`src/design/dgw_pkg.sv`:
```
// Shared constants, types and font lookup for the decimal glyph writer.
package dgw_pkg;

    localparam int DIGIT_COUNT     = 5;
    localparam int GLYPH_WIDTH     = 5;
    localparam int FONT_COLS       = 5;
    localparam int CMD_BYTES       = 3;
    localparam int BYTES_PER_DIGIT = CMD_BYTES + GLYPH_WIDTH;
    localparam int VALUE_W         = 16;
    localparam int BCD_DIGITS      = 5;
    localparam int BCD_W           = 4 * BCD_DIGITS;
    localparam int CNT_W           = $clog2(VALUE_W);
    localparam int DIG_W           = (DIGIT_COUNT > 1) ? $clog2(DIGIT_COUNT) : 1;
    localparam int POS_W           = $clog2(BYTES_PER_DIGIT);

    localparam logic [3:0] CMD_COL_HI = 4'h1;
    localparam logic [3:0] CMD_COL_LO = 4'h0;
    localparam logic [3:0] CMD_PAGE   = 4'hB;

    typedef enum logic {
        F_IDLE,
        F_CONV
    } front_state_t;

    typedef struct packed {
        logic [DIGIT_COUNT-1:0][3:0] digits;  // index 0 = units
        logic [3:0]                  page;
        logic [7:0]                  column;
    } item_t;

    // all five columns of one digit in the 5x7 font; unused codes give blank columns
    function automatic logic [39:0] glyph_row(input logic [3:0] digit);
        logic [39:0] row;
        case (digit)
            4'd0:    row = 40'h3E_51_49_45_3E;
            4'd1:    row = 40'h00_42_7F_40_00;
            4'd2:    row = 40'h42_61_51_49_46;
            4'd3:    row = 40'h21_41_45_4B_31;
            4'd4:    row = 40'h18_14_12_7F_10;
            4'd5:    row = 40'h27_45_45_45_39;
            4'd6:    row = 40'h3C_4A_49_49_30;
            4'd7:    row = 40'h01_71_09_05_03;
            4'd8:    row = 40'h36_49_49_49_36;
            4'd9:    row = 40'h06_49_49_29_1E;
            default: row = 40'h0;
        endcase
        return row;
    endfunction

    function automatic logic [7:0] glyph_col(input logic [3:0] digit, input logic [2:0] col);
        logic [39:0] row;
        logic [7:0]  res;
        row = glyph_row(digit);
        case (col)
            3'd0:    res = row[39:32];
            3'd1:    res = row[31:24];
            3'd2:    res = row[23:16];
            3'd3:    res = row[15:8];
            3'd4:    res = row[7:0];
            default: res = 8'h00;
        endcase
        return res;
    endfunction

endpackage

```
`src/design/decimal_glyph_writer_core.sv`:
```
// Top level of the decimal glyph writer: front end, queue and byte emitter.
//
// Each input word (value, page, start_column) turns into a run of forty LCD
// bytes: for each of the five decimal digits, most significant first and with
// leading zeros, three command bytes (column high nibble 0x10+hi, column low
// nibble, page 0xB0+page) followed by the five glyph columns of the digit,
// with is_data high on the glyph bytes and last high on the fortieth byte.
// The column advances by five per digit and wraps at 256. While out_ready
// stays high the back end emits one byte per cycle into a registered output.
// The front end converts the value to BCD (shift-and-add-3, one bit per
// cycle, holding the last bit while the queue is full) and parks the result
// in a two-entry queue, so conversion of the next word overlaps emission of
// the current one and runs continue back to back with no gap byte. On an idle
// block a word passes the converter, the queue, the current-word register and the output register.
module decimal_glyph_writer_core (
    input  logic        clk,
    input  logic        rst_n,
    input  logic        in_valid,
    output logic        in_ready,
    input  logic [15:0] value,
    input  logic [3:0]  page,
    input  logic [7:0]  start_column,
    output logic        out_valid,
    input  logic        out_ready,
    output logic [7:0]  lcd_byte,
    output logic        is_data,
    output logic        last
);
    import dgw_pkg::*;

    // front -> queue
    logic   push;
    item_t  push_item;
    logic   q_full;

    // queue -> back
    logic   pop;
    logic   q_valid;
    item_t  q_item;

    dgw_front u_front (
        .clk          (clk),
        .rst_n        (rst_n),
        .in_valid     (in_valid),
        .in_ready     (in_ready),
        .value        (value),
        .page         (page),
        .start_column (start_column),
        .push         (push),
        .push_item    (push_item),
        .q_full       (q_full)
    );

    dgw_queue u_queue (
        .clk       (clk),
        .rst_n     (rst_n),
        .push      (push),
        .push_item (push_item),
        .full      (q_full),
        .pop       (pop),
        .q_valid   (q_valid),
        .q_item    (q_item)
    );

    // byte emitter owns the output register
    dgw_back u_back (
        .clk       (clk),
        .rst_n     (rst_n),
        .q_valid   (q_valid),
        .q_item    (q_item),
        .pop       (pop),
        .out_valid (out_valid),
        .out_ready (out_ready),
        .lcd_byte  (lcd_byte),
        .is_data   (is_data),
        .last      (last)
    );

endmodule

```
`src/design/dgw_front.sv`:
```
// Front end: accepts words; BCD one bit per cycle, last held on full queue.
module dgw_front (
    input  logic                 clk,
    input  logic                 rst_n,
    input  logic                 in_valid,
    output logic                 in_ready,
    input  logic [15:0]          value,
    input  logic [3:0]           page,
    input  logic [7:0]           start_column,
    output logic                 push,
    output dgw_pkg::item_t       push_item,
    input  logic                 q_full
);
    import dgw_pkg::*;

    front_state_t        state_reg, state_next;
    logic [VALUE_W-1:0]  bin_reg, bin_next;
    logic [BCD_W-1:0]    bcd_reg, bcd_next;
    logic [CNT_W-1:0]    cnt_reg, cnt_next;
    logic [3:0]          page_reg, page_next;
    logic [7:0]          col_reg, col_next;

    logic                accept;
    logic                done;
    logic                step;
    logic [BCD_W-1:0]    bcd_adj;
    logic [BCD_W-1:0]    bcd_step;

    // add-3 on every nibble at or above five, then shift in the next bit
    always_comb
    begin
        for (int i = 0; i < BCD_DIGITS; i++)
        begin
            bcd_adj[4*i +: 4] = (bcd_reg[4*i +: 4] >= 4'd5) ?
                                bcd_reg[4*i +: 4] + 4'd3 : bcd_reg[4*i +: 4];
        end
        bcd_step = {bcd_adj[BCD_W-2:0], bin_reg[VALUE_W-1]};
    end

    always_comb
    begin
        done = (state_reg == F_CONV) && (cnt_reg == CNT_W'(VALUE_W - 1));
        push = done && !q_full;
        step = (state_reg == F_CONV) && (!done || !q_full);
    end

    // outputs
    always_comb
    begin
        case (state_reg)
            F_IDLE:  in_ready = 1'b1;
            F_CONV:  in_ready = push;
            default: in_ready = 1'b0;
        endcase
        accept = in_valid && in_ready;
        push_item.digits = bcd_step[4*DIGIT_COUNT-1:0];
        push_item.page   = page_reg;
        push_item.column = col_reg;
    end

    // next state
    always_comb
    begin
        state_next = state_reg;
        case (state_reg)
            F_IDLE:
            begin
                if (accept)
                    state_next = F_CONV;
            end
            F_CONV:
            begin
                if (push && !accept)
                    state_next = F_IDLE;
            end
            default: state_next = F_IDLE;
        endcase
    end

    always_comb
    begin
        bin_next  = bin_reg;
        bcd_next  = bcd_reg;
        cnt_next  = cnt_reg;
        page_next = page_reg;
        col_next  = col_reg;
        if (accept)
        begin
            bin_next  = value;
            bcd_next  = '0;
            cnt_next  = '0;
            page_next = page;
            col_next  = start_column;
        end
        else if (step)
        begin
            bin_next = {bin_reg[VALUE_W-2:0], 1'b0};
            bcd_next = bcd_step;
            cnt_next = cnt_reg + CNT_W'(1);
        end
    end

    always_ff @(posedge clk or negedge rst_n)
    begin
        if (!rst_n)
        begin
            state_reg <= F_IDLE;
            cnt_reg   <= '0;
        end
        else
        begin
            state_reg <= state_next;
            cnt_reg   <= cnt_next;
        end
    end

    always_ff @(posedge clk)
    begin
        bin_reg  <= bin_next;
        bcd_reg  <= bcd_next;
        page_reg <= page_next;
        col_reg  <= col_next;
    end

endmodule

```
`src/design/dgw_queue.sv`:
```
// Two-entry queue of converted words between front and back end.
module dgw_queue (
    input  logic            clk,
    input  logic            rst_n,
    input  logic            push,
    input  dgw_pkg::item_t  push_item,
    output logic            full,
    input  logic            pop,
    output logic            q_valid,
    output dgw_pkg::item_t  q_item
);
    import dgw_pkg::*;

    item_t       mem_reg [2];
    logic        wr_ptr_reg, wr_ptr_next;
    logic        rd_ptr_reg, rd_ptr_next;
    logic [1:0]  count_reg, count_next;

    always_comb
    begin
        full    = (count_reg == 2'd2);
        q_valid = (count_reg != 2'd0);
        q_item  = mem_reg[rd_ptr_reg];
        wr_ptr_next = wr_ptr_reg ^ push;
        rd_ptr_next = rd_ptr_reg ^ pop;
        count_next  = count_reg + {1'b0, push} - {1'b0, pop};
    end

    always_ff @(posedge clk or negedge rst_n)
    begin
        if (!rst_n)
        begin
            wr_ptr_reg <= 1'b0;
            rd_ptr_reg <= 1'b0;
            count_reg  <= 2'd0;
        end
        else
        begin
            wr_ptr_reg <= wr_ptr_next;
            rd_ptr_reg <= rd_ptr_next;
            count_reg  <= count_next;
        end
    end

    always_ff @(posedge clk)
    begin
        if (push)
            mem_reg[wr_ptr_reg] <= push_item;
    end

endmodule

```
`src/design/dgw_back.sv`:
```
// Back end: walks digits and byte slots, one LCD byte per cycle into an output register unless stalled.
module dgw_back (
    input  logic            clk,
    input  logic            rst_n,
    input  logic            q_valid,
    input  dgw_pkg::item_t  q_item,
    output logic            pop,
    output logic            out_valid,
    input  logic            out_ready,
    output logic [7:0]      lcd_byte,
    output logic            is_data,
    output logic            last
);
    import dgw_pkg::*;

    item_t             cur_reg, cur_next;
    logic              act_reg, act_next;
    logic [DIG_W-1:0]  dig_reg, dig_next;
    logic [POS_W-1:0]  pos_reg, pos_next;
    logic [7:0]        col_reg, col_next;
    logic              ov_reg, ov_next;
    logic [7:0]        byte_reg, byte_next;
    logic              data_reg, data_next;
    logic              last_reg, last_next;

    logic              adv;
    logic              digit_end;
    logic              run_end;
    logic [3:0]        digit;
    logic [POS_W-1:0]  gcol;
    logic [7:0]        cur_byte;

    always_comb
    begin
        adv       = act_reg && (!ov_reg || out_ready);
        digit_end = (pos_reg == POS_W'(BYTES_PER_DIGIT - 1));
        run_end   = digit_end && (dig_reg == '0);
        pop       = q_valid && (!act_reg || (adv && run_end));
        digit     = cur_reg.digits[dig_reg];
        gcol      = pos_reg - POS_W'(CMD_BYTES);
        if (pos_reg == POS_W'(0))
            cur_byte = {CMD_COL_HI, col_reg[7:4]};
        else if (pos_reg == POS_W'(1))
            cur_byte = {CMD_COL_LO, col_reg[3:0]};
        else if (pos_reg == POS_W'(2))
            cur_byte = {CMD_PAGE, cur_reg.page};
        else if (32'(gcol) < 32'(FONT_COLS))
            cur_byte = glyph_col(digit, 3'(gcol));
        else
            cur_byte = 8'h00;
    end

    always_comb
    begin
        cur_next  = cur_reg;
        act_next  = act_reg;
        dig_next  = dig_reg;
        pos_next  = pos_reg;
        col_next  = col_reg;
        ov_next   = ov_reg && !out_ready;
        byte_next = byte_reg;
        data_next = data_reg;
        last_next = last_reg;
        if (adv)
        begin
            ov_next   = 1'b1;
            byte_next = cur_byte;
            data_next = (pos_reg >= POS_W'(CMD_BYTES));
            last_next = run_end;
            if (digit_end)
            begin
                pos_next = '0;
                dig_next = dig_reg - DIG_W'(1);
                col_next = col_reg + 8'(GLYPH_WIDTH);
                if (run_end)
                    act_next = 1'b0;
            end
            else
            begin
                pos_next = pos_reg + POS_W'(1);
            end
        end
        if (pop)
        begin
            cur_next = q_item;
            act_next = 1'b1;
            dig_next = DIG_W'(DIGIT_COUNT - 1);
            pos_next = '0;
            col_next = q_item.column;
        end
    end

    always_ff @(posedge clk or negedge rst_n)
    begin
        if (!rst_n)
        begin
            act_reg <= 1'b0;
            ov_reg  <= 1'b0;
            dig_reg <= '0;
            pos_reg <= '0;
        end
        else
        begin
            act_reg <= act_next;
            ov_reg  <= ov_next;
            dig_reg <= dig_next;
            pos_reg <= pos_next;
        end
    end

    always_ff @(posedge clk)
    begin
        cur_reg  <= cur_next;
        col_reg  <= col_next;
        byte_reg <= byte_next;
        data_reg <= data_next;
        last_reg <= last_next;
    end

    assign out_valid = ov_reg;
    assign lcd_byte  = byte_reg;
    assign is_data   = data_reg;
    assign last      = last_reg;

endmodule

```
`config.mk`:
```
export PLATFORM = sky130hd
export DESIGN_NAME = decimal_glyph_writer_core
export DESIGN_NICKNAME = d
export VERILOG_FILES = /design/src/design/dgw_pkg.sv /design/src/design/decimal_glyph_writer_core.sv /design/src/design/dgw_front.sv /design/src/design/dgw_queue.sv /design/src/design/dgw_back.sv
export SDC_FILE = /design/constraint.sdc
export NUM_CORES = 1
export LEC_CHECK = 0
export ABC_CLOCK_PERIOD_IN_PS = 7600
export BUFFER_PORTS_ARGS = -buffer_cell sky130_fd_sc_hd__buf_4
export CAP_MARGIN = 20
export CORE_UTILIZATION = 46
export CTS_CLUSTER_DIAMETER = 120
export DETAILED_ROUTE_END_ITERATION = 10
export GPL_ROUTABILITY_DRIVEN = 0
export SETUP_SLACK_MARGIN = 0.02
export SYNTH_ARGS = -nofsm -noshare
export SYNTH_HDL_FRONTEND = slang
export SYNTH_SLANG_ARGS = --single-unit
export TNS_END_PERCENT = 30
```
`constraint.sdc`:
```
create_clock -name clk -period 7.6 [get_ports clk]
set_input_delay 1.9 -clock clk [delete_from_list [all_inputs] [get_ports clk]]
set_output_delay 1.9 -clock clk [all_outputs]
set_load 0.02 [all_outputs]
```
==> impl_summary.txt, run 1 <==
----------------------------------------------------
[Run status]
  Status ... finished clean

[Yosys]
  Fraction of synthesized cell area taken by the top area cell type ... 49.7%
  Cell area after synthesis ... 8090 um^2
  Post-Synthesis Net Count ... 723
  Post-synthesis register bit count ... 171
  Post-Syn Instances ... 658
  Total number of yosys warnings ... 0
  Most area-consuming cells after synthesis ... sky130_fd_sc_hd__edfxtp_1, sky130_fd_sc_hd__dfrtp_1, sky130_fd_sc_hd__mux2_2
  Number of unique standard cell types used by synthesis ... 67
  Number of enable flip-flop cells after synthesis ... 134
  Cell accounting for the most synthesized area ... sky130_fd_sc_hd__edfxtp_1
  Sequential-to-total area share from yosys stat ... 59.9%
  Ys async rst share ... 9.94%
  Mapped Avg Cell Area ... 12.3 um^2
  Primary flip-flop cell chosen by synthesis mapping ... sky130_fd_sc_hd__edfxtp_1

[Floorplan]
  Die Width ... 135 um
  Core ar. ... 17200 um^2
  DIE HEIGHT ... 135 um
  Die area ... 18100 um^2
  Starting utilization of the core area ... 46.9%
  Std-Cell Rows ... 48
  I/O pin total ... 44

[Critical path]
  Type of origin of the critical path ... flop
  Crit. End Element ... output pin
  WP data arrival ... 1.67 ns
  Number of buffer and inverter stages on the critical path ... 1
  Critical path depth in cells ... 4
  Crit Path Class ... reg -> out
  Worst path max stage delay ... 0.39 ns
  Cell family with most CP delay ... flip-flops
  CP max-delay cell ... sky130_fd_sc_hd__dfrtp_1
  Data required time of the worst path ... 5.70 ns
  CP Cell Sequence ... ha_1 -> nand3_1 -> o21ai_1 -> buf_4
  Length in cells of the worst reg-to-reg path ... 9
  Register-to-register setup slack ... 4.48 ns
  Critical-path maximum fanout ... 4

[Layout]
  Fill cell total of the finished layout ... 1470
  Most frequent cells in the layout ... sky130_fd_sc_hd__edfxtp_1, sky130_fd_sc_hd__nand2_1, sky130_fd_sc_hd__a21oi_1
  Layout cells sized above 1 ... 18.3%
  Leading cell type in the layout, fill and taps excluded ... sky130_fd_sc_hd__edfxtp_1
  Total area of multi-input combinational cells ... 2960 um^2
  Final antenna diode count ... 0
  Max FFs per register ... 64
  Growth of design area from synthesis to finish ... 12.9%
  Combined flip-flop and latch cell area ... 4850 um^2
  Final instance count without filler cells ... 935
  Net total in the final layout ... 762

[STA]
  Setup skew after layout ... 0.00981 ns
  Final hold violation count ... 0
  Final period util ... 46.9%
  Fmax ... 280 MHz
  Setup repair after global routing missed its margin ... false
  Post-Route Setup TNS ... 0 ns
  Total count of max-transition violations in the final report ... 0
  Worst max-slew margin expressed relative to the limit ... 46.8%
  Slew at the pin closest to its max-slew limit ... 0.799 ns
  Clock period minus final worst setup slack ... 3.57 ns
  Setup-failing EPs final ... 0

[Route]
  Count of vias placed by the detailed router ... 5128
  Drt pass-1 iters ... 5
  Detailed-route wire length per cell ... 15.9 um
  Initial detailed-routing violation count ... 461
  DRC viols ... 0
  Count of antenna-violating nets left after detailed routing ... 0
  Detailed Route WL ... 14900 um
  Routed via count divided by cell count ... 5.48

[Clock network]
  Latest clock arrival within the worst-skew pair ... 0.42 ns
  Largest buffer count on any clock path ... 2
  Clock buffers created by TritonCTS ... 17
  Buffers inserted during post-CTS setup optimization ... 0
  Clk root buf ... sky130_fd_sc_hd__clkbuf_16
  CTS Sinks ... 171
  CTS H-tree depth ... 4
  Clock-pin slew on the worst setup and hold paths ... 0.07 ns
  Clock tree from TritonCTS ... built
  Total of cells resized after clock tree synthesis ... 0
  Hold-fix buffers at CTS ... 0

[Power and ir drop]
  Leakage dissipation ... 3.46 nW
  Power per cell area ... 375 nW/um^2
  Worst VDD drop ... 0.205 mV
  Total chip power ... 0.00343 W

[Global route]
  Via count of the first global-routing pass ... 4837
  Antenna violations before repair ... 0
  Maximum number of pins on one net before global-route repair ... 53
  Global-route total usage across every layer ... 17.2%
  Global-route congestion overflow total ... 0
  Wire length of the first global-routing pass ... 24000 um

[Placed design]
  Number of placed instances with taps included ... 902
  Count of input and output buffers ... 43
  Detail Placement HPWL ... 10200 um

[Hold path]
  Class of the tightest hold or removal check ... reg -> reg
  Hold-critical path depth ... 0

[Job]
  Max-cap violations ... 0

----------------------------------------------------
## logic make-up after synthesis
group / Yosys count / synth area share [%]
AO/OA/AOI/OAI: 131 / 10.6
XOR/XNOR: 20 / 2.17
adder cells (fa/ha/maj): 33 / 5.10
buffers and inverters: 60 / 3.43
flip-flops: 171 / 59.9
multiplexers: 58 / 8.13
AND/OR/NAND/NOR: 185 / 10.6
## final timing paths
check,from,end
setup / recovery,u_front.cnt_reg[0],in_ready
hold / removal,u_front.col_reg[7],u_queue.mem_reg[1][7]
setup reg to reg,u_back.dig_reg[0],u_back.lcd_byte[1]
hold reg to reg,u_front.col_reg[7],u_queue.mem_reg[1][7]
max in group asynchronous,rst_n,u_front.cnt_reg[2]
min in group asynchronous,rst_n,u_front.cnt_reg[0]
## layer usage
layer / wire (um) / vias to the layer above / GRT usage [%] / share of wire [%]
met5: 0 / - / 0 / 0
met4: 249 / 0 / 6.87 / 1.7
met3: 646 / 29 / 3.94 / 4.3
met2: 7220 / 157 / 27.3 / 49
met1: 6760 / 2476 / 22.8 / 45
li1: - / 2466 / - / -
## per-stage QoR
step	hold slack, ns	utilization [%]	setup WS, ns	area [um^2]
final	0.443	53.0	4.03	9140
after global routing	0.447	53.0	3.91	9140
after CTS	0.444	52.9	4.02	9110
after detailed placement	0.430	49.7	3.60	8570
after global placement	0.428	49.7	3.71	8570
after floorplan	0.421	-	3.31	8090
## synth_stat cells, types with 2 or more instances
master	count
sky130_fd_sc_hd__a211oi_1	7
sky130_fd_sc_hd__a21oi_1	51
sky130_fd_sc_hd__a22oi_2	2
sky130_fd_sc_hd__a31oi_1	2
sky130_fd_sc_hd__a32oi_1	2
sky130_fd_sc_hd__a41oi_2	2
sky130_fd_sc_hd__and2_1	5
sky130_fd_sc_hd__and3_1	3
sky130_fd_sc_hd__buf_2	5
sky130_fd_sc_hd__buf_6	4
sky130_fd_sc_hd__clkbuf_1	17
sky130_fd_sc_hd__dfrtp_1	17
sky130_fd_sc_hd__dfxtp_1	20
sky130_fd_sc_hd__edfxtp_1	134
sky130_fd_sc_hd__ha_1	33
sky130_fd_sc_hd__inv_1	30
sky130_fd_sc_hd__mux2_1	3
sky130_fd_sc_hd__mux2_2	37
sky130_fd_sc_hd__mux2_4	3
sky130_fd_sc_hd__mux2i_1	14
sky130_fd_sc_hd__nand2_1	82
sky130_fd_sc_hd__nand2b_1	17
sky130_fd_sc_hd__nand3_1	14
sky130_fd_sc_hd__nand4_1	3
sky130_fd_sc_hd__nor2_1	43
sky130_fd_sc_hd__nor2b_1	4
sky130_fd_sc_hd__nor3_1	4
sky130_fd_sc_hd__nor3b_1	2
sky130_fd_sc_hd__o2111a_1	2
sky130_fd_sc_hd__o2111ai_1	2
sky130_fd_sc_hd__o211ai_1	3
sky130_fd_sc_hd__o21a_1	2
sky130_fd_sc_hd__o21ai_0	25
sky130_fd_sc_hd__o21ai_1	7
sky130_fd_sc_hd__o21ai_2	2
sky130_fd_sc_hd__o22ai_1	4
sky130_fd_sc_hd__o311ai_1	2
sky130_fd_sc_hd__or3_1	2
sky130_fd_sc_hd__xnor2_1	16
sky130_fd_sc_hd__xor2_1	4
## power by group
part	total (W)	switching, W	leakage (nW)	internal (W)
registers	0.00139	0.000131	1.62	0.00126
logic	0.00125	0.000754	1.59	0.000493
clock network	0.000791	0.000341	0.256	0.000450
## final cells by class
| type | count | share of cell area [%] |
|---|---|---|
| Inverter | 31 | 1.27 |
| Tap cell | 225 | 3.08 |
| Clock inverter | 11 | 1.07 |
| Sequential cell | 171 | 53.1 |
| Multi-Input combinational cell | 427 | 32.4 |
| Timing Repair Buffer | 49 | 4.24 |
| Clock buffer | 21 | 4.82 |
Power figures use the tool's default switching activity.
==> inputs of run 2 (changes only) <==
ABC_CLOCK_PERIOD_IN_PS = 3030   (was 7600)
PLACE_DENSITY = 0.65   (was unset)
clock period = 3.03 ns   (was 7.6 ns; I/O delays follow)
==> impl_summary.txt, run 2 (synthesized netlist as in run 1, its figures left out) <==
----------------------------------------------------
[Route]
  Detailed-route wire length per cell ... 16.1 um (+1.3%)
  Routed via count divided by cell count ... 5.47 (-0.25%)
  Initial detailed-routing violation count ... 327 (-29%)
  Detailed Route WL ... 15200 um (+1.9%)
  Count of antenna-violating nets left after detailed routing ... 0 (unchanged)
  Drt pass-1 iters ... 5 (unchanged)
  Count of vias placed by the detailed router ... 5148 (+0.39%)
  DRC viols ... 0 (unchanged)

[Critical path]
  Data required time of the worst path ... 3.19 ns (-2.51 ns)
  Crit Path Class ... reg -> reg
  Type of origin of the critical path ... flop
  Critical-path maximum fanout ... 7 (+3)
  CP max-delay cell ... sky130_fd_sc_hd__mux4_2
  Number of buffer and inverter stages on the critical path ... 1 (unchanged)
  Crit. End Element ... flop
  Worst path max stage delay ... 0.54 ns (+0.15 ns)
  CP Cell Sequence ... mux4_2 -> a22oi_4 -> inv_1 -> ha_1 -> nand3_1 -> nand2_1 -> a222oi_1 -> o221ai_1
  WP data arrival ... 2.82 ns (+1.15 ns)
  Cell family with most CP delay ... compound AO/OA/AOI/OAI gates

[STA]
  Total count of max-transition violations in the final report ... 0 (unchanged)
  Setup skew after layout ... 0.0110 ns (+0.00117 ns)
  Post-Route Setup TNS ... 0 ns (unchanged)
  Final hold violation count ... 0 (unchanged)
  Slew at the pin closest to its max-slew limit ... 0.611 ns (-0.188 ns)
  Setup repair after global routing missed its margin ... false
  Final WS setup ... 0.364 ns (-3.67 ns)
  Worst max-slew margin expressed relative to the limit ... 59.3% (+13 points)
  Clock period minus final worst setup slack ... 2.67 ns
  Final period util ... 88.0%
  Setup-failing EPs final ... 0 (unchanged)
  Fmax ... 375 MHz

[Clock network]
  CTS Sinks ... 171 (unchanged)
  Clock buffers created by TritonCTS ... 17 (unchanged)
  Total of cells resized after clock tree synthesis ... 0 (unchanged)
  Largest buffer count on any clock path ... 2 (unchanged)
  CTS H-tree depth ... 4 (unchanged)
  Latest clock arrival within the worst-skew pair ... 0.43 ns (about the same)
  Hold-fix buffers at CTS ... 0 (unchanged)
  Clock-pin slew on the worst setup and hold paths ... 0.07 ns (about the same)
  Clock tree from TritonCTS ... built
  Buffers inserted during post-CTS setup optimization ... 0 (unchanged)
  Clk root buf ... sky130_fd_sc_hd__clkbuf_16

[Power and ir drop]
  Leakage dissipation ... 3.50 nW (+1.1%)
  Worst VDD drop ... 0.479 mV (+130%)
  Power per cell area ... 951 nW/um^2 (+150%)

[Layout]
  Final antenna diode count ... 0 (unchanged)
  Growth of design area from synthesis to finish ... 13.4%
  Max FFs per register ... 64 (unchanged)
  Net total in the final layout ... 768 (+0.79%)
  Most frequent cells in the layout ... sky130_fd_sc_hd__edfxtp_1, sky130_fd_sc_hd__nand2_1, sky130_fd_sc_hd__buf_4
  Layout cells sized above 1 ... 19.6% (+1.2 points)
  Final instance count without filler cells ... 941 (+0.64%)
  Post-Route Utilization ... 53.2% (+0.23 points)
  Leading cell type in the layout, fill and taps excluded ... sky130_fd_sc_hd__edfxtp_1

[Global route]
  Global-route track usage on met1 ... 22.4% (-0.39 points)
  Via count of the first global-routing pass ... 5123 (+5.9%)
  Global-route total usage across every layer ... 17.8% (+0.65 points)
  Wire length of the first global-routing pass ... 24800 um (+3.7%)
  Routing layer with the top usage in global route ... met2
  Met2 capacity usage during global routing ... 29.2% (+1.9 points)
  GRT met3 Usage ... 4.09% (+0.15 points)
  Global-route congestion overflow total ... 0 (unchanged)
  Antenna violations before repair ... 0 (unchanged)
  Maximum number of pins on one net before global-route repair ... 45 (-15%)

[Floorplan]
  I/O pin total ... 44 (unchanged)
  Std-Cell Rows ... 48 (unchanged)
  Starting utilization of the core area ... 46.9% (unchanged)
  DIE HEIGHT ... 135 um (unchanged)
  Core ar. ... 17200 um^2 (unchanged)
  Die area ... 18100 um^2 (unchanged)
  Die Width ... 135 um (unchanged)

[Run status]
  Status ... finished clean

[Placed design]
  Number of placed instances with taps included ... 909 (+0.78%)
  Worst slack, placed ... 0.391 ns (-3.21 ns)
  Count of input and output buffers ... 43 (unchanged)
  Detail Placement HPWL ... 10400 um (+1.8%)

[Job]
  Max-cap violations ... 0 (unchanged)

[Hold path]
  Class of the tightest hold or removal check ... in -> async

----------------------------------------------------
[run 2: worst paths after layout]
kind	start	to	slack (ns)	cells past startpoint
min	rst_n	u_front.cnt_reg[1]	0.19	1
min reg2reg	u_front.col_reg[4]	u_queue.mem_reg[0][4]	0.44	0
max reg2reg	u_back.dig_reg[0]	u_back.lcd_byte[1]	0.36	8
max	u_back.dig_reg[0]	u_back.lcd_byte[1]	0.36	8
max in group asynchronous	rst_n	u_back.dig_reg[0]	2.63	1
min in group clk	u_front.col_reg[4]	u_queue.mem_reg[0][4]	0.44	0
[run 2: area by class of cell]
| cell class | count | area [um^2] |
|---|---|---|
| Clock inverter | 14 | 123 |
| Clock buffer | 18 | 429 |
| Multi-Input combinational cell | 427 | 2960 |
| Tap cell | 225 | 282 |
| Inverter | 31 | 116 |
| Fill cell | 1436 | 8060 |
| Sequential cell | 171 | 4850 |
| Timing Repair Buffer | 55 | 413 |
[run 2: report_power, final]
group	total [W]	internal [W]	leakage (nW)	switching, W
combinational	0.00324	0.00128	1.61	0.00196
sequential	0.00344	0.00316	1.62	0.000278
clock	0.00205	0.00113	0.272	0.000917
total	0.00873	0.00557	3.50	0.00316
[run 2: metrics by stage]
stage               power (W)  instance area [um^2]  hold WS, ns
CTS                   0.00872                  9180        0.180
global placement      0.00652                  8620        0.427
floorplan             0.00591                  8090        0.421
detailed placement    0.00667                  8620        0.432
global route          0.00923                  9180        0.191
finish                0.00873                  9180        0.193
[run 2: layer usage]
layer / routed length (um) / up-vias
li1: - / 2469
met1: 6810 / 2452
met2: 7260 / 189
met3: 711 / 38
met4: 365 / 0
met5: 0 / -
